<file path="src/rtl/fys_pkg.sv">
`timescale 1ns / 1ps
`default_nettype none

package fys_pkg;

	// Generator constants and the seed register's reset value.
	localparam logic [63:0] LCG_MUL    = 64'd6364136223846793005;
	localparam logic [63:0] LCG_INC    = 64'd1442695040888963407;
	localparam logic [63:0] SEED_RESET = 64'h5c37d12f4a9b6e83;

	// Controller states.
	typedef enum logic [3:0] {
		ST_FILL,
		ST_SEED,
		ST_CHK,
		ST_MUL0,
		ST_MUL1,
		ST_MUL2,
		ST_ADD,
		ST_DIV,
		ST_RDA,
		ST_RDB,
		ST_WRA,
		ST_WRB,
		ST_ORD,
		ST_OHOLD
	} fys_state_t;

	// Commands from the controller to the datapath.
	typedef struct packed {
		logic wr_in;
		logic seed;
		logic mul0;
		logic mul1;
		logic mul2;
		logic add_inc;
		logic div_step;
		logic rd_a;
		logic rd_b;
		logic wr_a;
		logic wr_b;
		logic out_rd;
		logic out_next;
		logic run_done;
	} fys_cmd_t;

	// Status from the datapath to the controller.
	typedef struct packed {
		logic fill_end;
		logic i_le1;
		logic div_done;
		logic out_last;
	} fys_stat_t;

endpackage

`default_nettype wire

</file>
<file path="src/rtl/lcg_fisher_yates_shuffler.sv">
// A run is shuffled after its last input transfer and then emitted; each swap runs the
// multiply steps MUL0, MUL1 and MUL2, one add, 64 remainder steps, two table reads and two writes.
// Throughput: one input per cycle while filling; each result is read, then held until taken.
// Inputs are refused while a run is shuffled or emitted; the single-port table sets that.
// Reset (arst_n low, asynchronous): the run is emptied and the seed returns to its default.
`timescale 1ns / 1ps
`default_nettype none

module lcg_fisher_yates_shuffler #(
	parameter int TABLE_DEPTH = 64,
	parameter int ENTRY_WIDTH = 16
) (
	input  wire logic        clk,
	input  wire logic        arst_n,
	input  wire logic        cfg_wr_en,
	input  wire logic [63:0] cfg_wr_data,   // shuffle_seed
	input  wire logic        s_axis_tvalid,
	output logic             s_axis_tready,
	input  wire logic [15:0] s_axis_tdata,  // [15:0] entry_value
	input  wire logic        s_axis_tlast,
	output logic             m_axis_tvalid,
	input  wire logic        m_axis_tready,
	output logic [15:0]      m_axis_tdata,  // [15:0] shuffled_value
	output logic             m_axis_tlast
);
	import fys_pkg::*;

	fys_cmd_t  cmd;
	fys_stat_t stat;

	fys_ctrl u_ctrl (
		.clk      (clk),
		.arst_n   (arst_n),
		.s_tvalid (s_axis_tvalid),
		.s_tlast  (s_axis_tlast),
		.s_tready (s_axis_tready),
		.m_tvalid (m_axis_tvalid),
		.m_tready (m_axis_tready),
		.stat     (stat),
		.cmd      (cmd)
	);

	fys_dp #(
		.TABLE_DEPTH (TABLE_DEPTH),
		.ENTRY_WIDTH (ENTRY_WIDTH)
	) u_dp (
		.clk         (clk),
		.arst_n      (arst_n),
		.cfg_wr_en   (cfg_wr_en),
		.cfg_wr_data (cfg_wr_data),
		.in_value    (s_axis_tdata),
		.out_value   (m_axis_tdata),
		.out_last    (m_axis_tlast),
		.cmd         (cmd),
		.stat        (stat)
	);

	// Input and output sides are never open together.
	assert property (@(posedge clk) disable iff (!arst_n)
		m_axis_tvalid |-> !s_axis_tready)
		else $error("input and output open at once");

	// A transfer flagged last closes the run.
	assert property (@(posedge clk) disable iff (!arst_n)
		s_axis_tvalid && s_axis_tready && s_axis_tlast |=> !s_axis_tready)
		else $error("run not closed after last input");

	// After the final result the block returns to filling.
	assert property (@(posedge clk) disable iff (!arst_n)
		m_axis_tvalid && m_axis_tready && m_axis_tlast |=> s_axis_tready && !m_axis_tvalid)
		else $error("block not back to filling after last result");

endmodule

`default_nettype wire

</file>
<file path="src/rtl/fys_ctrl.sv">
`timescale 1ns / 1ps
`default_nettype none

module fys_ctrl (
	input  wire logic              clk,
	input  wire logic              arst_n,
	input  wire logic              s_tvalid,
	input  wire logic              s_tlast,
	output logic                   s_tready,
	output logic                   m_tvalid,
	input  wire logic              m_tready,
	input  wire fys_pkg::fys_stat_t stat,
	output fys_pkg::fys_cmd_t      cmd
);
	import fys_pkg::*;

	fys_state_t state_q, state_d;

	// State register.
	always_ff @(posedge clk or negedge arst_n) begin
		if (!arst_n) begin
			state_q <= ST_FILL;
		end else begin
			state_q <= state_d;
		end
	end

	// Next state and commands.
	always_comb begin
		state_d  = state_q;
		cmd      = '0;
		s_tready = 1'b0;
		m_tvalid = 1'b0;
		case (state_q)
			ST_FILL: begin
				s_tready = 1'b1;
				if (s_tvalid) begin
					cmd.wr_in = 1'b1;
					if (s_tlast || stat.fill_end) begin
						state_d = ST_SEED;
					end
				end
			end
			ST_SEED: begin
				cmd.seed = 1'b1;
				state_d  = ST_CHK;
			end
			ST_CHK: begin
				state_d = stat.i_le1 ? ST_ORD : ST_MUL0;
			end
			ST_MUL0: begin
				cmd.mul0 = 1'b1;
				state_d  = ST_MUL1;
			end
			ST_MUL1: begin
				cmd.mul1 = 1'b1;
				state_d  = ST_MUL2;
			end
			ST_MUL2: begin
				cmd.mul2 = 1'b1;
				state_d  = ST_ADD;
			end
			ST_ADD: begin
				cmd.add_inc = 1'b1;
				state_d     = ST_DIV;
			end
			ST_DIV: begin
				cmd.div_step = 1'b1;
				if (stat.div_done) begin
					state_d = ST_RDA;
				end
			end
			ST_RDA: begin
				cmd.rd_a = 1'b1;
				state_d  = ST_RDB;
			end
			ST_RDB: begin
				cmd.rd_b = 1'b1;
				state_d  = ST_WRA;
			end
			ST_WRA: begin
				cmd.wr_a = 1'b1;
				state_d  = ST_WRB;
			end
			ST_WRB: begin
				cmd.wr_b = 1'b1;
				state_d  = ST_CHK;
			end
			ST_ORD: begin
				cmd.out_rd = 1'b1;
				state_d    = ST_OHOLD;
			end
			ST_OHOLD: begin
				m_tvalid = 1'b1;
				if (m_tready) begin
					if (stat.out_last) begin
						cmd.run_done = 1'b1;
						state_d      = ST_FILL;
					end else begin
						cmd.out_next = 1'b1;
						state_d      = ST_ORD;
					end
				end
			end
			default: begin
				state_d = ST_FILL;
			end
		endcase
	end

endmodule

`default_nettype wire

</file>
<file path="src/rtl/fys_dp.sv">
`timescale 1ns / 1ps
`default_nettype none

module fys_dp #(
	parameter int TABLE_DEPTH = 64,
	parameter int ENTRY_WIDTH = 16
) (
	input  wire logic              clk,
	input  wire logic              arst_n,
	input  wire logic              cfg_wr_en,
	input  wire logic [63:0]       cfg_wr_data,
	input  wire logic [15:0]       in_value,
	output logic [15:0]            out_value,
	output logic                   out_last,
	input  wire fys_pkg::fys_cmd_t cmd,
	output fys_pkg::fys_stat_t     stat
);
	import fys_pkg::*;

	localparam int AW = (TABLE_DEPTH > 1) ? $clog2(TABLE_DEPTH) : 1;
	localparam int CW = $clog2(TABLE_DEPTH + 1);

	logic [ENTRY_WIDTH-1:0] mem [TABLE_DEPTH];
	logic [ENTRY_WIDTH-1:0] rd_q;
	logic [ENTRY_WIDTH-1:0] tmp_q;
	logic [ENTRY_WIDTH-1:0] wdata;
	logic [AW-1:0]          addr;
	logic                   we;

	logic [63:0]   seed_q;
	logic [63:0]   lcg_q;
	logic [63:0]   acc_q;
	logic [63:0]   dq_q;
	logic [63:0]   prod;
	logic [63:0]   next_s;
	logic [31:0]   mul_a;
	logic [31:0]   mul_b;
	logic [CW-1:0] fill_q;
	logic [CW-1:0] i_q;
	logic [CW-1:0] rem_q;
	logic [CW:0]   rem_sh;
	logic [5:0]    cnt_q;
	logic [AW-1:0] k_q;
	logic [AW-1:0] i_m1;
	logic [AW-1:0] j_idx;

	assign i_m1  = AW'(i_q - CW'(1));
	assign j_idx = rem_q[AW-1:0];

	// Table port: one address per cycle, chosen by the current command.
	always_comb begin
		addr  = k_q;
		we    = 1'b0;
		wdata = rd_q;
		if (cmd.wr_in) begin
			addr  = fill_q[AW-1:0];
			we    = 1'b1;
			wdata = ENTRY_WIDTH'({{ENTRY_WIDTH{1'b0}}, in_value});
		end else if (cmd.rd_a) begin
			addr = i_m1;
		end else if (cmd.wr_a) begin
			addr  = i_m1;
			we    = 1'b1;
			wdata = rd_q;
		end else if (cmd.rd_b) begin
			addr = j_idx;
		end else if (cmd.wr_b) begin
			addr  = j_idx;
			we    = 1'b1;
			wdata = tmp_q;
		end
	end

	// Entry table with registered read.
	always_ff @(posedge clk) begin
		if (we) begin
			mem[addr] <= wdata;
		end
		rd_q <= mem[addr];
		if (cmd.rd_b) begin
			tmp_q <= rd_q;
		end
	end

	// Shared 32x32 multiplier for the three partial products of s * MUL, plus the increment add and remainder shift.
	always_comb begin
		mul_a  = cmd.mul2 ? lcg_q[63:32] : lcg_q[31:0];
		mul_b  = cmd.mul1 ? LCG_MUL[63:32] : LCG_MUL[31:0];
		prod   = 64'(mul_a) * 64'(mul_b);
		next_s = acc_q + LCG_INC;
		rem_sh = {rem_q, dq_q[63]};
	end

	// Generator, remainder unit and counters.
	always_ff @(posedge clk or negedge arst_n) begin
		if (!arst_n) begin
			seed_q <= SEED_RESET;
			lcg_q  <= '0;
			acc_q  <= '0;
			dq_q   <= '0;
			rem_q  <= '0;
			cnt_q  <= '0;
			fill_q <= '0;
			i_q    <= '0;
			k_q    <= '0;
		end else begin
			if (cfg_wr_en) begin
				seed_q <= cfg_wr_data;
			end
			if (cmd.wr_in) begin
				fill_q <= fill_q + CW'(1);
			end
			if (cmd.seed) begin
				lcg_q <= seed_q;
				i_q   <= fill_q;
			end
			if (cmd.mul0) begin
				acc_q <= prod;
			end
			if (cmd.mul1 || cmd.mul2) begin
				acc_q <= acc_q + {prod[31:0], 32'h0};
			end
			if (cmd.add_inc) begin
				lcg_q <= next_s;
				dq_q  <= next_s;
				rem_q <= '0;
				cnt_q <= '0;
			end
			// One quotient bit per cycle; only the remainder is kept.
			if (cmd.div_step) begin
				dq_q  <= {dq_q[62:0], 1'b0};
				cnt_q <= cnt_q + 6'd1;
				if (rem_sh >= {1'b0, i_q}) begin
					rem_q <= CW'(rem_sh - {1'b0, i_q});
				end else begin
					rem_q <= CW'(rem_sh);
				end
			end
			if (cmd.wr_b) begin
				i_q <= i_q - CW'(1);
			end
			if (cmd.out_next) begin
				k_q <= k_q + AW'(1);
			end
			if (cmd.run_done) begin
				k_q    <= '0;
				fill_q <= '0;
			end
		end
	end

	assign stat.fill_end = (fill_q == CW'(TABLE_DEPTH - 1));
	assign stat.i_le1    = (i_q <= CW'(1));
	assign stat.div_done = (cnt_q == 6'd63);
	assign stat.out_last = ((CW'(k_q) + CW'(1)) == fill_q);

	assign out_value = 16'({16'h0, rd_q});
	assign out_last  = stat.out_last;

endmodule

`default_nettype wire

</file>
<file path="config.mk">
export PLATFORM = sky130hd
export DESIGN_NAME = lcg_fisher_yates_shuffler
export DESIGN_NICKNAME = d
export VERILOG_FILES = /design/src/rtl/fys_pkg.sv /design/src/rtl/lcg_fisher_yates_shuffler.sv /design/src/rtl/fys_ctrl.sv /design/src/rtl/fys_dp.sv
export SDC_FILE = /design/constraint.sdc
export NUM_CORES = 2
export LEC_CHECK = 0
export BUFFER_PORTS_ARGS = -buffer_cell sky130_fd_sc_hd__buf_4
export CAP_MARGIN = 30
export CORE_UTILIZATION = 50
export CTS_BUF_LIST = sky130_fd_sc_hd__clkbuf_16
export DETAILED_ROUTE_END_ITERATION = 7
export PLACE_DENSITY = 0.79
export RECOVER_POWER = 25
export SETUP_SLACK_MARGIN = 0.15
export SLEW_MARGIN = 20
export SYNTH_ARGS = -nofsm -noshare
export SYNTH_HDL_FRONTEND = slang
export SYNTH_SLANG_ARGS = --single-unit
</file>
<file path="constraint.sdc">
create_clock -name clk -period 10.5 [get_ports clk]
set_input_delay 1.575 -clock clk [delete_from_list [all_inputs] [get_ports clk]]
set_output_delay 1.575 -clock clk [all_outputs]
set_load 0.05 [all_outputs]
</file>
Word level (Yosys, flattened, before mapping). Memories as Yosys holds them, arrays and structs flattened. A register that Yosys moved wholly into a read port is not among the register bits. Index checks and enable logic that the tools add are counted. W data, S select, Z words.

Register bits: 309. Memory bits (writable): 1024. Input bits: 86. Output and inout port bits: 19. Word-level logic and storage cells: 115. Memories kept: 1.

Memory list: u_dp.mem (depth 64, width 16, read ports 1, clocked after Yosys merged registers in 1, wr ports 1, RTL line fys_dp.sv:23) `logic [ENTRY_WIDTH-1:0] mem [TABLE_DEPTH];`.

Add/sub/neg operators: 8. $mul: 1. $lt $le $gt $ge: 2. Equal/unequal tests: 20. Multiplexer cells: 61. Reductions and logical operators: 11.

Operator list (count): $mux W64 (6); $mux W16 (5); $add A64 B61 Y64 const B (1); $add A64 B64 Y64 (1); $mul A32 B32 Y64 (1); $mux W6 (9); $pmux W4 S13 (1); $mux W7 (7); $mux W32 (1); $mux W29 (1); $eq A4 B4 Y1 const B (6); $mux W4 (6); $mux W1 (23); $eq A4 B3 Y1 const B (4); $add A6 B1 Y6 const B (2); $reduce_bool A2 Y1 (6); $eq A4 B2 Y1 const B (2); $ge A8 B7 Y1 (1); $add A6 B1 Y7 const B (1); $add A7 B1 Y7 const B (1); $eq A7 B6 Y1 const B (1); $eq A7 B7 Y1 (1); $le A7 B1 Y1 const B (1); $sub A7 B1 Y7 const B (1); 10 further kinds (14).

Longest topological paths before layout.
Depth in word-level cells: 9. Mapped depth: 42. Depth with buffers taken out: 40.

Hierarchy. From an unflattened synthesis, not the netlist that was laid out.

Cell total of the unflattened synthesis: 6268. Area, all modules: 78247.5 um^2.

By module, submodules not included: fys_dp (times used 1, cells an instance 6211, area each 77797.1 um^2, seq. area each 38824.7 um^2); fys_ctrl (times used 1, cells an instance 57, area each 450.4 um^2, seq. area each 100.1 um^2).

Worst setup path before layout. No wires, ideal clock.

Path type: register to register. From: reg u_ctrl.state_q[3]. To: reg u_dp.acc_q[63]. Library setup time: 78 ps. Arrival time: 10169 ps. Required time: 10422 ps. Path slack: 254 ps. Stages on the path, launching flop included: 43. Buffers on the path: 3. Period minus slack after synthesis: 10246 ps. Cells stage by stage: dfrtp_1 -> clkbuf_1 -> nand2b_1 -> nor2_1 -> clkbuf_1 -> buf_1 -> mux2i_1 -> inv_1 -> nand2_1 -> inv_1 -> ha_1 -> inv_1 -> fa_1 -> inv_1 -> fa_1 -> inv_1 -> fa_1 -> inv_1 -> (+7 left out) -> and4_1 -> o21a_1 -> nor2b_1 -> o41ai_1 -> nand2_1 -> xor2_1 -> ha_1 -> nand2_1 -> nor2_1 -> nand4_1 -> or3_1 -> o22ai_1 -> nor4b_1 -> o41a_1 -> o21ai_1 -> xnor2_1 -> o221ai_1 -> a21oi_1.

Cells in the longest elaborated chain, start to end: 6. Elaborated cells between the ends (all ways): 14. Those cells by class: 1 x add/sub; 1 x mul; 3 x eq/ne; 7 x mux; 2 x reduce/logical.

RTL lines: from (decl) (RTL line fys_ctrl.sv:17) `fys_state_t state_q, state_d;`; from (signal assigned) (RTL line fys_ctrl.sv:24) `state_q <= state_d;`; $eq A4 B3 Y1 (RTL line fys_ctrl.sv:34) `case (state_q)`; $mux W1 (RTL line fys_ctrl.sv:34); $mux W32 or $mux W29 (tied branches) (RTL line fys_dp.sv:87, fys_dp.sv:88); $mul A32 B32 Y64 (RTL line fys_dp.sv:89) `prod = 64'(mul_a) * 64'(mul_b);`; $add A64 B64 Y64 or $mux W64 (tied branches) (RTL line fys_dp.sv:121, fys_dp.sv:117); $mux W64 (RTL line fys_dp.sv:120) `if (cmd.mul1 || cmd.mul2) begin`; to (signal assigned) (RTL line fys_dp.sv:118) `acc_q <= prod;`; to (signal assigned) (RTL line fys_dp.sv:121) `acc_q <= acc_q + {prod[31:0], 32'h0};`; to (decl) (RTL line fys_dp.sv:32) `logic [63:0] acc_q;`.

Parallel ways exist; a longest one is shown, timed or not. The select of a mux whose other input is x is not followed. A chain may end at the register's enable or synchronous reset.

Worst setup path after layout.
From: reg u_ctrl.state_q[2]. To: reg u_dp.acc_q[62].

Same word-level chain as after synthesis.

==> flow_summary.ini <==
[status]
violations = capacitance limit, slew limit
run_status = finished, violations left

[min_path]
worstHoldPathType = flop to flop

[worst_setup_path]
crit_path_frequent_cell = fa_1
crit_family = adder cells
cp-start-kind = flop
max_stage_delay_ps = 560
crit_buf_inv = 7
timing.critical_path.arrival_ps = 10510
crit_path_max_fanout = 13
worst_path_max_delay_cell = fa_1
crit_path_end_kind = flop
setup.worst_path.class = flop to flop
timing.critical_path.required_ps = 11150

[synth]
post_synth_arst_share = 0.217
dominantRegCellSynth = edfxtp_1
synth_edf_count = 1040
yosys.area.top_type = edfxtp_1
postSynthAreaPerCell_sq_um = 12.9
netlist_top_cells_area = edfxtp_1 41%, fa_1 14%, dfrtp_1 8.5%
synth_top_area_frac = 0.411
synthCells = 5871
syn_area_sq_um = 76000
yosys_register_bits = 1349
synth.yosys.seq_area_share = 0.512
synth_cell_types = 83
yosys_warnings = 0

[finish]
final_common_cell = edfxtp_1
num_antenna_cells = 0
finish.net_count = 7176
final_layout_size_suffix_gt1_frac = 0.100
fillCellCount = 11900
commonest_cells_after_routing_fill_and_taps_aside = 1040 x edfxtp_1, 640 x inv_1, 547 x fa_1, 481 x ha_1, 387 x a22oi_1
syn2layout_area_growth_pct = 11.0

[route]
drt_first_pass_iters = 6
antenna_left = 0
detail_route.vias_per_cell = 6.16
wl_per_cell_um = 26.8
finalWirelength_um = 220000
via_count = 50400
drt_iter0_drc = 5753
drcViolationCount = 0

[global_route]
pin_count_of_the_biggest_net_entering_global_routing = 118
grt_usage = 0.287
grt_pass1_wl_um = 326000
antenna_found_initial = 1
grt_pass1_vias = 51100
globalRouteOverflowTotal = 0

[clock_network]
htreeDepth = 4
tritoncts = yes
clock-sinks = 1349
cts_max_path_buffers = 3
cts_root_buf = clkbuf_16
cts.repair_timing.setup_buffer_count = 0
tritoncts.num_buffers = 135
clock_insertion_delay_worst_skew_ps = 810
worst_setup_hold_path_clk_slew_ps = 60

[place]
place_worst_setup_slack_ps = 758
gp_congestion = 0.979
port-buffer-count = 104
post-dp-hpwl_um = 152000

[floorplan]
rows = 142
die-area_sq_um = 154000
initial_utilization = 0.506
core_area_sq_um = 150000
die_h_um = 392
num_io_pins = 105
die_x_um = 392

[sta]
finalSetupTns_ps = 0
finalSetupViolCount = 0
maxSlewHeadroom = -1.90
finalCritPeriodShare = 0.939
max_slew.worst_pin.slew_ps = 4350
worst_clock_skew_ps = 96.7
max_freq_ghz = 0.101
post-route-worst-setup-slack_ps = 637
rsz0062_at_grt = false
slew_viol_final = 1250
timing.final.hold_violations = 0
period_minus_slack_ps = 9860

[job]
max-cap-violations = 22
==> logic make-up (layout without fill, tap and decap cells) <==
kind of cell,Yosys count,after routing,synth area share
adders and majority gates,1028,1028,0.223
and+or+nand+nor,969,969,0.0590
DFF,1349,1349,0.512
buffers and inverters,876,1142,0.0437
AOI/OAI and AO/OA,1340,1340,0.123
xor gates and xnor gates,177,177,0.0204
other,2,31,0.0000988
muxes,130,130,0.0184
==> registers in the layout, indices dropped and copies added (netlist names), 16 cells and up <==
register,flops
u_dp.mem,1024
u_dp.acc_q,64
u_dp.dq_q,64
u_dp.lcg_q,64
u_dp.seed_q,64
u_dp.out_value,16
u_dp.tmp_q,16
==> synthesized netlist by cell type, types with 14 or more instances <==
cell      number
o21a_1        22
a21o_1        60
nand4_1       59
a31oi_1      134
and2_1        34
dfxtp_1       16
nand3_1       57
o21ai_1       31
o211ai_1      15
a211oi_1      42
or2_2         25
o21ai_0      137
nand2_1      328
dfstp_2       34
a221oi_1      99
buf_1         46
nor2b_1       21
and3_1        51
ha_1         481
clkbuf_1     189
nor2_1       277
a22oi_1      387
o31ai_1       14
a21oi_1      201
nor3_1        37
edfxtp_1    1040
xor2_1        67
buf_2         28
inv_1        612
a22o_1        99
fa_1         547
mux2i_1       51
nand2b_1      14
dfrtp_1      259
mux2_2        79
o21bai_1      23
nor4_1        27
xnor2_1      110
==> path summary, 6_finish.rpt <==
check | from | end | slack (ps) | cells past startpoint
max reg2reg | u_ctrl.state_q[2] | u_dp.acc_q[62] | 640 | 33
max | u_ctrl.state_q[2] | u_dp.acc_q[62] | 640 | 33
min reg2reg | u_dp.out_value[14] | u_dp.tmp_q[14] | 470 | 0
min | u_dp.out_value[14] | u_dp.tmp_q[14] | 470 | 0
min in group asynchronous | arst_n | u_dp.acc_q[1] | 2340 | 1
max in group asynchronous | arst_n | u_dp.fill_q[5] | 1690 | 4
==> what timing repair did <==
| item | 4_1_cts | 5_1_grt |
|---|---|---|
| setup endpoints to repair | 0 | 2 |
| hold buffers | 0 | 0 |
| gates resized for setup | 0 | 3 |
==> stage by stage <==
step,hold WS (ps),utilization,cells,instance area (sq um)
3_5_place_dp,447,0.534,7939,80300
4_1_cts,472,0.563,8180,84600
3_3_place_gp,443,0.534,7935,80200
2_1_floorplan,446,-,5900,76100
6_report,471,0.561,8182,84400
5_1_grt,475,0.561,8182,84400
==> area by class of cell <==
class / count / area [sq um] / share of cell area
timing repair buffer: 288 / 2120 / 0.0251
tap: 2016 / 2520 / 0.0299
inverter: 613 / 2300 / 0.0273
multi-input combinational: 3675 / 34200 / 0.405
clock buffer: 135 / 3380 / 0.0400
clock inverter: 106 / 986 / 0.0117
sequential: 1349 / 38900 / 0.461
==> layer usage <==
metal | share of wire | up-vias | global-route usage
met1 | 0.37 | 25200 | 0.362
met3 | 0.090 | 603 | 0.0523
li1 | - | 21700 | -
met5 | 0 | - | 0
met2 | 0.48 | 2836 | 0.468
met4 | 0.065 | 0 | 0.159
Power is left out: the tool's default activity adds up to more than one toggle a clock period on the data nets, which glitch-free logic cannot reach.
